<file path="src/sv/rbds_fifo.sv">
// rbds_fifo: small register-based first-in first-out queue
`default_nettype none

module rbds_fifo #(
	parameter int WIDTH = 8,
	parameter int DEPTH = 4
) (
	input  wire logic                       clk,
	input  wire logic                       arst_n,
	input  wire logic                       push,
	input  wire logic [WIDTH-1:0]           wdata,
	input  wire logic                       pop,
	output logic      [WIDTH-1:0]           rdata,
	output logic                            full,
	output logic                            empty,
	output logic      [$clog2(DEPTH+1)-1:0] count
);

	localparam int PTR_W = $clog2(DEPTH);
	localparam int CNT_W = $clog2(DEPTH + 1);

	logic [WIDTH-1:0] store_q [DEPTH];
	logic [PTR_W-1:0] wr_ptr_q;
	logic [PTR_W-1:0] rd_ptr_q;
	logic [CNT_W-1:0] count_q;
	logic             do_push;
	logic             do_pop;

	assign full    = (count_q == CNT_W'(DEPTH));
	assign empty   = (count_q == '0);
	assign count   = count_q;
	assign rdata   = store_q[rd_ptr_q];
	assign do_push = push && !full;
	assign do_pop  = pop && !empty;

	always_ff @(posedge clk or negedge arst_n) begin
		if (!arst_n) begin
			wr_ptr_q <= '0;
			rd_ptr_q <= '0;
			count_q  <= '0;
		end else begin
			if (do_push) begin
				wr_ptr_q <= wr_ptr_q + PTR_W'(1);
			end
			if (do_pop) begin
				rd_ptr_q <= rd_ptr_q + PTR_W'(1);
			end
			if (do_push && !do_pop) begin
				count_q <= count_q + CNT_W'(1);
			end else if (do_pop && !do_push) begin
				count_q <= count_q - CNT_W'(1);
			end
		end
	end

	always_ff @(posedge clk) begin
		if (do_push) begin
			store_q[wr_ptr_q] <= wdata;
		end
	end

endmodule

`default_nettype wire

</file>
<file path="config.mk">
export PLATFORM = sky130hd
export DESIGN_NAME = rbds_fifo
export DESIGN_NICKNAME = d
export VERILOG_FILES = /design/src/sv/rbds_fifo.sv
export SDC_FILE = /design/constraint.sdc
export NUM_CORES = 1
export LEC_CHECK = 0
export ABC_AREA = 1
export BUFFER_PORTS_ARGS = -buffer_cell sky130_fd_sc_hd__buf_2
export CORE_ASPECT_RATIO = 0.8
export CORE_MARGIN = 5
export CORE_UTILIZATION = 60
export CTS_CLUSTER_SIZE = 25
export DETAILED_ROUTE_END_ITERATION = 8
export GPL_TIMING_DRIVEN = 0
export PLACE_DENSITY = 0.81
export RECOVER_POWER = 50
export SLEW_MARGIN = 30
export SYNTH_ARGS = -nofsm -noshare
export SYNTH_HDL_FRONTEND = slang
export SYNTH_SLANG_ARGS = --single-unit
</file>
<file path="constraint.sdc">
create_clock -name clk -period 5.7 [get_ports clk]
set_clock_uncertainty 0.2 [all_clocks]
set_input_delay 0.855 -clock clk [delete_from_list [all_inputs] [get_ports clk]]
set_output_delay 0.855 -clock clk [all_outputs]
set_load 0.02 [all_outputs]
</file>
After elaboration in Yosys (flattened, before gate mapping)
Memory sizes are Yosys's and may differ from the RTL's. Cells that the tools add are included.

Bits in registers: 7. Bits in latches: 0. Memory bits (writable): 32. Bits in read-only memories: 0. Input bits: 12. Output and inout port bits: 13. Word-level logic and storage cells: 23. Memories kept: 1.

Add/subtract/negate cells: 4. Multipliers: 0. Divide/modulo/power cells: 0. $lt $le $gt $ge: 0. Eq/ne operators: 1. Shift-type cells: 0. Mux-type cells: 4. Bitwise logic cells: 0. Reduce and logical (&&, ||, !) cells: 10.

Memory list: store_q (depth 4, width 8, rd ports 1, clocked after Yosys merged registers in 0, write ports 1, RTL line 22) `logic [WIDTH-1:0] store_q [DEPTH];`.

Operator list (count): 3-bit 2-to-1 mux (2); 2-bit by 1-bit adder with 2-bit output (second input constant) (2); 1-bit logical AND (4); 1-bit logical NOT (4); 3-bit by 1-bit adder with 3-bit output (second input constant) (1); 3-bit equality test (second input constant) (1); 3-bit logical NOT (1); 3-bit by 1-bit subtractor with 3-bit output (second input constant) (1); 1-bit 2-to-1 mux (2); 2-bit nonzero test (1).

Depth between registers and ports, before layout
Depth after elaboration: 7. Depth in mapped cells: 12. Depth with buffers taken out: 12.

Worst setup path after synthesis
No wires, ideal clock.

Kind: input-to-reg. Start point: input port push. End point: register count_q[2] (netlist: count[2]). Setup time: 117 ps. Arrival time: 1861 ps. Data required time: 5383 ps. Path slack: 3522 ps. Cell stages on the path: 9. Path buffers: 0. Path through: nand2_1 > inv_1 > ha_1 > inv_1 > fa_1 > nand2_1 > nand3_1 > nand2_1 > nand2_1.

Longest elaborated chain between the ends: 4. Elaborated cells on any way between the ends: 6. Those cells by class: mux (1); reduce/logical (5).

RTL lines: start, declared (RTL line 10) `input wire logic push,`; 1-bit logical AND * (RTL line 33) `assign do_push = push && !full;`; via do_push (RTL line 26) `logic do_push;`; 1-bit logical NOT (RTL line 50) `end else if (do_pop && !do_push) begin`; 1-bit logical AND (RTL line 50); 2-bit nonzero test (no line); end signal, assigned (RTL line 49) `count_q <= count_q + CNT_W'(1);`; end signal, assigned (RTL line 51) `count_q <= count_q - CNT_W'(1);`; end, declared (RTL line 25) `logic [CNT_W-1:0] count_q;`.

The timed path passes the listed nets; every way through them passes the cells marked *. A chain may end at the register's enable or synchronous reset.

Worst setup path after layout
Start point: register rd_ptr_q[0]. End point: output port rdata[0].

Longest elaborated chain between the ends: 1.

RTL lines: start, declared (RTL line 24) `logic [PTR_W-1:0] rd_ptr_q;`; start signal, assigned (RTL line 46) `rd_ptr_q <= rd_ptr_q + PTR_W'(1);`; memory read 4 x 8 bit; end, declared (RTL line 13) `output logic [WIDTH-1:0] rdata,`.

Every way passes these cells.

==> metrics list <==
- Post-DP HPWL: 2.37 mm
- In this design, the stage delay of the slowest critical-path cell is about 0.43 ns.
- Counting stages on the worst path, the most repeated cell is sky130_fd_sc_hd__nand2_1.
* CTS tree: built
- Type of the worst setup path: reg2out
- For this configuration, the core starts out at a cell density of 0.627.
- The die covers just over 4000 um^2.
- Number of max-cap violations: 0
- For this design the total switching power over the nets is ~0.43 mW.
- The floorplan has 17 rows.
* Largest net degree at the start of global routing: 13
- STA puts the critical path data arrival time at 1.49 ns.
- sky130_fd_sc_hd__edfxtp_1 takes more of the synthesized area than any other cell.
* Slew Limit Headroom: 0.448
* Yosys warns: 0
- Number of clock buffers inserted by TritonCTS: 5
* Maximum clock frequency: 393 MHz
- For this design the static power due to leakage is 0.894 nW.
* Total Wirelength: 3.25 mm
- The worst hold path belongs to the class in2async.
* Number of routed nets with antenna violations: 0
* Final period demand of the worst path: 2.55 ns
* Cell-by-cell listing of the critical path: inv_2, clkbuf_8, nand2_1, o211ai_1, nand2_1, buf_2
- After synthesis, the mean cell area works out to approximately 11 um^2.
* RSZ-0062 raised after global routing: false
- Post-Route Utilization: 0.711
- The library cell used most frequently in the layout, excluding fill and tap cells, is sky130_fd_sc_hd__nand2_1.
- Across the VDD grid, the largest voltage drop is 0.283 mV.
- Clock transition at the register clock pins on the worst setup and hold paths after CTS: 0.11 ns
- Timing analysis after detailed placement gives a worst setup slack of 3.28 ns.
* Number of global-route vias before repair: 1198
* Cell family contributing the most delay on the critical path: buffers and inverters
* Combinational power share: 0.440
- Counting every net in the synthesized netlist gives around 170.
* Worst Path Buf+Inv: 3
* Global-route wire length before repair: 5.63 mm
- The worst setup path is captured at an output pin.
* Slew @ Worst Pin: 0.825 ns
- The internal power of the cells totals 0.630 mW.
* Clock network power share: 0.164
- DR vias/cell: 5.12
- Antenna diodes: 0
- Routed via count: 1147
* Result of the run: complete, no violations
- Data on the critical path is required at its endpoint by 4.64 ns.
- Synthesis handed over a netlist of 154 instances.
* I/O pin total: 25
* Share of layout cells above drive strength 1: 0.145
- Cells resized by post-CTS repair: 0
* Setup Fix Bufs, Post-CTS: 0
- Of the total power, the share spent switching nets is 0.405.
* Power density of the placed cells: 539 nW/um^2
- Final-report hold violation count: 0
- Count of unresolved DRC violations after routing: 0
- Measured along the y axis, the die boundary spans around 58 um.
- Setup violations remaining at the end of the flow were counted as 0.
- Placeable core region: between 2000 and 3000 um^2
- Of the total power, registers draw 0.395.
- Post-synth cell types: 16
- Most area-consuming cells after synthesis: sky130_fd_sc_hd__edfxtp_1 (55%), sky130_fd_sc_hd__dfrtp_1 (10%), sky130_fd_sc_hd__nand2_1 (8.9%)
- After the last flow step, the layout net total stands at 203.
- STA classifies the critical path startpoint as a flip-flop.
- Routability Congestion: between 0.7 and 0.8
* Root buf cell: sky130_fd_sc_hd__clkbuf_4
- In this run, post-CTS hold repair placed 0 buffers.
- Clock latency on the worst-skew pair, taken at its later pin, is 0.33 ns.
- Area added between synthesis and finish: 13.3%
- Sequential element share of the synthesized area: 0.655
* Fillers: 210
- Cell type of the slowest stage on the worst timing path: sky130_fd_sc_hd__dfrtp_1
- Post-Synthesis Cell Area: 1730 um^2
- Die X: approximately 70 um
* Top library cells by usage in the layout, fill and taps aside: sky130_fd_sc_hd__nand2_1 (41), sky130_fd_sc_hd__inv_1 (32), sky130_fd_sc_hd__edfxtp_1 (32)
* Buffers from clock root to sink, at most: 2
- DR iter-0 viols: 46
- Number of port buffers: 24
* Average wire per cell in the routed design: about 15 um
- Counting every sink on the clock net gives 39.
- Overall fraction of global-route tracks in use: 0.186
- Number of register bits inferred by synthesis: 39
- Post-route worst setup slack: 3.16 ns
* Final cycle utilization of the critical path: 0.446
- Count of final max-slew check failures: 0
- Global routing finished with a remaining overflow of 0.
- Maximum level of the CTS H-tree: 2
* Overall power of the completed layout: around 1.1 mW
* Final setup TNS: 0 ns
* Portion of synthesized cell area occupied by the leading cell type: 0.554
- The first TritonRoute pass finished after 4 iterations.
- Initial antenna violation count: 0
- Max Fanout on Critical Path: 10
-- area by class of cell --
cell class / instances / area, um^2 / share of cell area
flip-flops and latches: 39 / 1140 / 0.578
repair buffers: 24 / 108 / 0.0547
inverters: 34 / 128 / 0.0649
multi-input cells: 77 / 427 / 0.217
clock buffers: 5 / 37.5 / 0.0191
clock inverters: 3 / 38.8 / 0.0197
plain buffers: 4 / 43.8 / 0.0223
well taps: 38 / 47.5 / 0.0242
-- cells by family after synthesis --
logic type      count (synthesis)  synth area share
buf+inv                        38            0.0988
flops                          39             0.655
fa+ha+maj                       6            0.0476
xor+xnor                        1           0.00505
compound gates                 17            0.0722
simple gates                   53             0.121
-- per-stage QoR --
stage,cell area (um^2),instances,hold slack (ns)
4_1_cts,1980,224,0.125
6_report,1970,224,0.213
2_1_floorplan,1730,154,0.283
5_1_grt,1970,224,0.208
3_3_place_gp,1900,216,0.299
3_5_place_dp,1900,216,0.322
-- synthesized netlist by cell type --
master	instances
sky130_fd_sc_hd__clkbuf_8	1
sky130_fd_sc_hd__edfxtp_1	32
sky130_fd_sc_hd__o211ai_1	16
sky130_fd_sc_hd__buf_4	1
sky130_fd_sc_hd__ha_1	5
sky130_fd_sc_hd__nor2_1	4
sky130_fd_sc_hd__xnor2_1	1
sky130_fd_sc_hd__o21ai_0	1
sky130_fd_sc_hd__inv_1	32
sky130_fd_sc_hd__fa_1	1
sky130_fd_sc_hd__inv_2	2
sky130_fd_sc_hd__buf_6	2
sky130_fd_sc_hd__dfrtp_1	7
sky130_fd_sc_hd__nand4_1	1
sky130_fd_sc_hd__nand3_1	7
sky130_fd_sc_hd__nand2_1	41
-- worst register-to-register path, stage by stage (launching register included) --
cell	delay, ns
sky130_fd_sc_hd__dfrtp_1	0.43
sky130_fd_sc_hd__inv_1	0.11
sky130_fd_sc_hd__nand3_1	0.16
sky130_fd_sc_hd__nand2_1	0.22
sky130_fd_sc_hd__inv_1	0.08
sky130_fd_sc_hd__ha_1	0.22
sky130_fd_sc_hd__inv_1	0.09
sky130_fd_sc_hd__fa_1	0.41
sky130_fd_sc_hd__nand2_1	0.07
sky130_fd_sc_hd__o21ai_0	0.07
-- final timing paths --
kind	start	end	slack (ns)	cells past startpoint
max	rd_ptr_q[0]$_DFFE_PN0P_	rdata[0]	3.16	6
min	arst_n	count[0]$_DFFE_PN0P_	0.21	1
max reg2reg	count[1]$_DFFE_PN0P_	count[1]$_DFFE_PN0P_	3.53	9
min reg2reg	wr_ptr_q[0]$_DFFE_PN0P_	wr_ptr_q[0]$_DFFE_PN0P_	0.35	2
max in group asynchronous	arst_n	wr_ptr_q[0]$_DFFE_PN0P_	4.79	1
min in group clk	wr_ptr_q[0]$_DFFE_PN0P_	wr_ptr_q[0]$_DFFE_PN0P_	0.35	2
-- state kept, by name, summed over array words and instances (netlist names) --
register  flops
rd_ptr_q      2
count         3
wr_ptr_q      2
store_q      32
-- layer usage --
| layer | share of wire | track usage | up-vias | wire length (um) |
|---|---|---|---|---|
| met2 | 0.52 | 0.312 | 35 | 1690 |
| met3 | 0.060 | 0.0641 | 6 | 196 |
| met1 | 0.41 | 0.216 | 538 | 1330 |
| li1 | - | - | 568 | - |
| met5 | 0 | 0 | - | 0 |
| met4 | 0.014 | 0.0902 | 0 | 44 |
-- power by group through the flow --
stage	combinational (mW)	clock [mW]	sequential (mW)
after global placement	0.450	0	0.420
after detailed placement	0.471	0	0.425
after CTS	0.472	0.178	0.418
after floorplan	0.320	0	0.430
after global routing	0.531	0.192	0.426
final	0.467	0.174	0.419
No activity file was read; power rests on OpenSTA's default activity.
