==> src/sv/rbds_pkg.sv <==
// rbds_pkg: shared constants, types and channel arithmetic for the 2x2 rgba8 downsampler
`default_nettype none

package rbds_pkg;

	localparam int MAX_WIDTH_DEF = 4096;
	localparam int CFG_W         = 13;
	localparam int MIN_WIDTH     = 2;
	localparam logic [CFG_W-1:0] LINE_WIDTH_RST = 13'd512;

	localparam int PIX_W   = 32;
	localparam int CH_W    = 8;
	localparam int NUM_CH  = 4;
	localparam int SUM_W   = 9;
	localparam int PSUM_W  = NUM_CH * SUM_W;

	localparam int OP_Q_DEPTH  = 4;
	localparam int OUT_Q_DEPTH = 4;

	// one classified pixel pair handed from front to back
	typedef struct packed {
		logic              emit;     // odd row: read, add, emit; else store
		logic              row_end;
		logic [PSUM_W-1:0] psum;
	} op_t;

	// four 9-bit channel sums of two pixels
	function automatic logic [PSUM_W-1:0] pair_sum(input logic [PIX_W-1:0] a,
		input logic [PIX_W-1:0] b);
		logic [PSUM_W-1:0] s;
		s = '0;
		for (int ch = 0; ch < NUM_CH; ch++) begin
			s[ch*SUM_W +: SUM_W] = {1'b0, a[ch*CH_W +: CH_W]} + {1'b0, b[ch*CH_W +: CH_W]};
		end
		return s;
	endfunction

	// add two pair sums per channel and divide by four
	function automatic logic [PIX_W-1:0] avg4(input logic [PSUM_W-1:0] prev,
		input logic [PSUM_W-1:0] ps);
		logic [PIX_W-1:0]  res;
		logic [SUM_W:0]    t;
		res = '0;
		for (int ch = 0; ch < NUM_CH; ch++) begin
			t = {1'b0, prev[ch*SUM_W +: SUM_W]} + {1'b0, ps[ch*SUM_W +: SUM_W]};
			res[ch*CH_W +: CH_W] = t[SUM_W:2];
		end
		return res;
	endfunction

endpackage

`default_nettype wire

==> src/sv/rbds_front.sv <==
// rbds_front: pixel intake, width register, column tracking and pair classification
`default_nettype none

module rbds_front #(
	parameter int MAX_WIDTH = rbds_pkg::MAX_WIDTH_DEF,
	parameter int IDX_W     = 11
) (
	input  wire logic                              clk,
	input  wire logic                              arst_n,
	input  wire logic                              cfg_valid,
	output logic                                   cfg_ready,
	input  wire logic [rbds_pkg::CFG_W-1:0]        line_width,
	input  wire logic                              push,
	output logic                                   full,
	input  wire logic [rbds_pkg::PIX_W-1:0]        pixel_in,
	input  wire logic                              frame_start,
	input  wire logic                              op_full,
	output logic                                   op_push,
	output logic [IDX_W-1:0]                       op_idx,
	output rbds_pkg::op_t                          op
);

	localparam int COL_W = $clog2(MAX_WIDTH);
	localparam int W_W   = $clog2(MAX_WIDTH + 1);
	localparam int CMP_W = ((W_W > rbds_pkg::CFG_W) ? W_W : rbds_pkg::CFG_W) + 1;
	localparam int NXT_W = W_W + 1;

	logic [rbds_pkg::CFG_W-1:0] line_width_q;
	logic [COL_W-1:0]           col_q;
	logic                       odd_q;
	logic [rbds_pkg::PIX_W-1:0] left_q;

	logic [CMP_W-1:0] lw_ext;
	logic [CMP_W-1:0] w_clamp;
	logic [W_W-1:0]   w_eff;
	logic             accept;
	logic [COL_W-1:0] col;
	logic             odd;
	logic [NXT_W-1:0] col_ext;
	logic             last_col;

	assign cfg_ready = 1'b1;
	assign full      = op_full;
	assign accept    = push && !op_full;

	// clamp width to the supported range
	always_comb begin
		lw_ext = CMP_W'(line_width_q);
		if (lw_ext < CMP_W'(rbds_pkg::MIN_WIDTH)) begin
			w_clamp = CMP_W'(rbds_pkg::MIN_WIDTH);
		end else if (lw_ext > CMP_W'(MAX_WIDTH)) begin
			w_clamp = CMP_W'(MAX_WIDTH);
		end else begin
			w_clamp = lw_ext;
		end
		w_eff = W_W'(w_clamp);
	end

	assign col      = frame_start ? '0 : col_q;
	assign odd      = frame_start ? 1'b0 : odd_q;
	assign col_ext  = NXT_W'(col);
	assign last_col = (col_ext + NXT_W'(1)) >= NXT_W'(w_eff);

	assign op_push    = accept && col[0];
	assign op_idx     = IDX_W'(col >> 1);
	assign op.emit    = odd;
	assign op.row_end = (col_ext + NXT_W'(2)) >= NXT_W'(w_eff);
	assign op.psum    = rbds_pkg::pair_sum(left_q, pixel_in);

	always_ff @(posedge clk or negedge arst_n) begin
		if (!arst_n) begin
			line_width_q <= rbds_pkg::LINE_WIDTH_RST;
			col_q        <= '0;
			odd_q        <= 1'b0;
			left_q       <= '0;
		end else begin
			if (cfg_valid) begin
				line_width_q <= line_width;
			end
			if (accept) begin
				if (!col[0]) begin
					left_q <= pixel_in;
				end
				if (last_col) begin
					col_q <= '0;
					odd_q <= !odd;
				end else begin
					col_q <= col + COL_W'(1);
					odd_q <= odd;
				end
			end
		end
	end

	a_col_range: assert property (@(posedge clk) disable iff (!arst_n)
		COL_W'(MAX_WIDTH - 1) >= col_q)
		else $error("column count beyond maximum width");

endmodule

`default_nettype wire

==> config.mk <==
export PLATFORM = sky130hd
export DESIGN_NAME = rbds_front
export DESIGN_NICKNAME = d
export VERILOG_FILES = /design/src/sv/rbds_pkg.sv /design/src/sv/rbds_front.sv
export SDC_FILE = /design/constraint.sdc
export NUM_CORES = 1
export LEC_CHECK = 0
export ABC_AREA = 1
export BUFFER_PORTS_ARGS = -buffer_cell sky130_fd_sc_hd__buf_4
export CAP_MARGIN = 20
export CORE_ASPECT_RATIO = 1.1
export CORE_MARGIN = 3
export CORE_UTILIZATION = 50
export CTS_BUF_LIST = sky130_fd_sc_hd__clkbuf_8
export DETAILED_ROUTE_END_ITERATION = 7
export PLACE_DENSITY_LB_ADDON = 0.05
export SYNTH_ARGS = -nofsm -noshare
export SYNTH_HDL_FRONTEND = slang
export SYNTH_SLANG_ARGS = --single-unit
==> constraint.sdc <==
create_clock -name clk -period 3.1 [get_ports clk]
set_input_delay 0.155 -clock clk [delete_from_list [all_inputs] [get_ports clk]]
set_output_delay 0.155 -clock clk [all_outputs]
set_load 0.01 [all_outputs]
Word-level counts from Yosys, hierarchy flattened
Index checks and enable logic that the tools add are counted.
- add/subtract/negate cells: 7
- $lt $le $gt $ge: 4
- multiplexer cells: 6
- bitwise logic cells: 1
- reductions and logical operators: 5
- operators by type and width (kind ; count):
    adder 8 x 8 -> 9 bit ; 4
    greater-or-equal comparator 13 bit ; 2
    2-to-1 mux 13 bit ; 2
    2-to-1 mux 12 bit ; 2
    adder 12 x 1 -> 13 bit (second input constant) ; 1
    adder 12 x 2 -> 13 bit (second input constant) ; 1
    > comparator 13 bit (second input constant) ; 1
    < comparator 13 x 2 -> 1 bit (second input constant) ; 1
    adder 12 x 1 -> 12 bit (second input constant) ; 1
    logical AND 1 bit ; 2
    logical NOT 1 bit ; 2
    2-to-1 mux 1 bit ; 2
    AND reduction 2 bit ; 1
    inverter 1 bit ; 1
- flip-flop bits (word level): 58

Logic depth before layout (Yosys ltp)
- word-level depth: 5
- depth in mapped cells: 22
- gate-level depth less buffers: 21

Worst setup path before layout
No wires, ideal clock.
- kind: reg-to-reg
- from: register col_q[1]
- to: register col_q[10]
- arrival time: 2.388 ns
- required time: 3.034 ns
- setup slack: 0.646 ns
- stages on the path, launching flop included: 19
- path through: dfrtp_1 inv_1 nor2_1 ha_1 inv_1 nor2_2 nand2_1 xor2_1 ha_1 nand2_1 inv_1 nand2_1 nand2_1 nand2_1 nand2_1 nor2_1 buf_2 nand3_1 nand2_1
- word-level cells in the longest chain between the ends: 4
- RTL lines (item ; RTL line ; source):
    from (decl) ; rbds_front.sv:29 ; logic [COL_W-1:0] col_q;
    from (signal assigned) ; rbds_front.sv:88 ; col_q <= col + COL_W'(1);
    2-to-1 mux 12 bit (*) ; rbds_front.sv:59 ; assign col = frame_start ? '0 : col_q;
    via op_idx[0] ; rbds_front.sv:19 ; output logic [IDX_W-1:0] op_idx,
    adder 12 x 1 -> 13 bit ; rbds_front.sv:62 ; assign last_col = (col_ext + NXT_W'(1)) >= NXT_W'(w_eff);
    greater-or-equal comparator 13 bit ; rbds_front.sv:62 ;
    2-to-1 mux 12 bit (*) ; rbds_front.sv:84 ; if (last_col) begin
The timed path passes the listed nets; every way through them passes the cells marked *.
A chain may end at the register's enable or synchronous reset.

==> metrics.md <==
| Metric | Value |
|---|---|
| Worst Tran Pin Value | `0.729 ns` |
| Outcome | `complete, no violations` |
| Hpwl dp | `8840 um` |
| Remaining DRCs | `0` |
| Post-synthesis register bit count | `58` |
| Postcts setup bufs | `0` |
| P_leak | `3.32 nW` |
| Net count, final | `823` |
| Setup tns final | `0 ns` |
| Count leader, synth | `nand2_1` |
| Placed cells | `slightly above 800` |
| Final setup viols | `0` |
| IO Port Bufs | `roughly 100` |
| # rows | `37` |
| Core Region | `about 0.0094 sq mm` |
| Mapped Area | `0.00489 sq mm` |
| Fin crit period | `2.85 ns` |
| CTS tree | `built` |
| M2 GR Usage | `36.0%` |
| Commonest cells post-synth | `148 x nand2_1, 87 x inv_1, 60 x ha_1, 57 x dfrtp_1, 43 x nand3_1` |
| Yosys cell types | `36` |
| Startpoint Class | `flip-flop` |
| Share of post-route cells with drive strength above 1 | `a little under a quarter` |
| Synth Net Count | `721` |
| RSZ-0062 raised after global routing | `false` |
| Max Buffers Root-to-Sink | `2` |
| Initial antenna violation count | `0` |
| Post-Syn Instances | `606` |
| Worst hold slack | `0.0290 ns` |
| Max Cap Violations | `0` |
| Max-slew violation count | `0` |
| Fin Clk Skew | `0.00848 ns` |
| Drt pass-1 iters | `4` |
| Critical path required time | `2.94 ns` |
| Initial Util | `51.8%` |
| Die Span Y | `110 um` |
| Post-Place Setup Slack | `0.381 ns` |
| Num ports | `approximately 100` |
| Number of synthesized flops with an enable pin | `0` |
| Antenna Nets Post-Route | `0` |
| Synth warn | `0` |
| Via count | `between 4k and 5k` |
| Post-Route WL | `approximately 11000 um` |
| Slew headroom | `51.4%` |
| Global Route met3 Usage | `4.76%` |
| Routability cong. | `0.858` |
| Final worst-path cycle share | `92.1%` |
| H-tree depth | `3` |
| Fin. Hold Viols | `0` |
| Worst Path Class, Setup | `reg2out` |
| Number of global-route vias before repair | `roughly 4.2k` |
| Critical-path maximum fanout | `5` |
| Power, Total | `3.04 mW` |
| Worst hold-check path type | `in2reg` |
| Slowest stage delay, CP | `0.35 ns` |
| Gr busiest metal | `met2` |
| Critical path's slowest cell | `dfrtp_1` |
| Fin cells | `830` |
| Avg Inst Size Synth | `a little over 8 sq um` |
| Die ar. | `0.0110 sq mm` |
| Ant. Diodes | `0` |
| Worst-skew pair later-pin latency | `0.34 ns` |
| Post-synthesis sequential area ratio | `29.7%` |
| Commonest register cell after synthesis | `dfrtp_1` |
| Met1 GRT Util | `27.7%` |
| First-pass GRT wire length | `19300 um` |
| Total grt overflow | `0` |
| PD cells | `514 mW/mm^2` |
| Worst-path clk slew | `0.07 ns` |
| Peak VDD IR | `0.276 mV` |
| Area growth, synth to finish | `21.0%` |
| Clock Sinks | `58` |
| Post-synth top area share | `29.2%` |
| Final worst-path setup slack | `0.246 ns` |
| Width of the chip | `~100 um` |
| Cts bufs inserted | `9` |
| Post-synth top area cell | `dfrtp_1` |
| DR WL/cell | `13.5 um` |
| Largest net degree at the start of global routing | `59` |
| FFs w/ async S/R, synth | `100%` |
| Clock tree root buffer cell | `clkbuf_8` |
| Worst EP arrival | `about 2.7 ns` |
| DRT iter0 DRCs | `about 160` |
| Total track usage | `21.9%` |
| Crit path cell chain | `inv_1 -> nor2_2 -> ha_1 -> inv_1 -> nor2_4 -> nand2_1 -> xor2_1 -> ha_1 -> nand2_1 -> nor4_1 -> o21ai_0 -> nand3_1 -> buf_4` |
| Vias per cell | `5.13` |
| Fmax | `350 MHz` |
| Largest cells by area after synthesis | `dfrtp_1 29%, ha_1 15%, nand2_1 11%, inv_1 6.7%, mux2_4 6.4%` |
| Crit. End Element | `primary output` |
==> report_power, final <==
group / leakage [nW] / internal [mW] / total (mW) / switching [mW]
combinational: 2.50 / 0.713 / 1.45 / 0.737
clock: 0.102 / 0.347 / 0.652 / 0.304
sequential: 0.712 / 0.870 / 0.941 / 0.0709
==> layout make-up <==
| cell class | instances | area, sq um |
|---|---|---|
| Tap cell | 117 | 146 |
| Fill cell | 836 | 3530 |
| Clock buffer | 12 | 165 |
| Timing Repair Buffer | 104 | 783 |
| Inverter | 91 | 344 |
| Sequential cell | 58 | 1450 |
| Clock inverter | 4 | 18.8 |
| Multi-Input combinational cell | 444 | 3010 |
==> critical path, delay by kind of cell, from the launching register on <==
kind                       cells  cell delay (ns)
buffers and inverters          3             0.29
xor gates and xnor gates       1             0.18
and+or+nand+nor                6             0.81
DFF                            1             0.35
adders and majority gates      2             0.58
AOI/OAI and AO/OA              1             0.15
==> final timing paths <==
kind                                      startpoint                           to  slack (ns)  cells past startpoint
worst max-delay path            col_q[1]$_DFFE_PN0P_                       op[36]        0.25                     13
worst min-delay path                   line_width[8]  line_width_q[8]$_DFFE_PN0P_        0.03                      3
worst max register to register  col_q[0]$_DFFE_PN0P_        col_q[11]$_DFFE_PN0P_        0.46                     18
worst min register to register  col_q[1]$_DFFE_PN0P_         col_q[1]$_DFFE_PN0P_        0.49                      2
max in group asynchronous                     arst_n       left_q[14]$_DFFE_PN0P_        2.19                      2
min in group asynchronous                     arst_n        col_q[10]$_DFFE_PN0P_        0.41                      2
==> flip-flops by register name (all words and copies together), names as in the netlist <==
name,cells
col_q,12
odd_q,1
left_q,32
line_width_q,13
==> cells by family after synthesis <==
| kind of cell | share of synthesized area [%] |
|---|---|
| buffers and inverters | 8.93 |
| AND/OR/NAND/NOR | 22.6 |
| flip-flops | 29.7 |
| multiplexers | 8.06 |
| AO/OA/AOI/OAI | 7.52 |
| adder cells (fa/ha/maj) | 17.0 |
| XOR/XNOR | 6.09 |
| other | 0.0767 |
==> layer usage <==
layer	vias up	routed length [um]
li1	2189	-
met1	1930	4920
met2	107	5290
met3	30	600
met4	0	418
met5	-	0
==> cell usage in the layout (no fill, tap or decap), types with 2 or more instances in the layout <==
cell type	n
mux2_4	21
a21oi_1	25
nand4_1	20
xor2_1	28
fa_1	4
buf_4	103
ha_1	60
inv_1	90
nor2_2	5
nand2_1	148
inv_2	3
a31oi_1	2
a21o_1	7
mux2_2	7
nor2_4	2
dfrtp_1	57
xnor2_1	6
nor2_1	23
o21ai_0	27
nor3_1	2
clkbuf_8	12
nand3_1	43
o211ai_1	5
==> per-stage QoR <==
stage               instance area (sq um)  util [%]
floorplan                            4890         -
global placement                     5720      60.5
detailed placement                   5720      60.5
CTS                                  5910      62.6
global route                         5920      62.7
finish                               5920      62.7
==> repair_timing <==
item / 4_1_cts / 5_1_grt
gates resized for setup: 0 / 2
endpoints found under the setup margin: 0 / 1
endpoints found under the hold margin: 57 / 0
hold buffers: 1 / 0
Power figures use the tool's default switching activity.
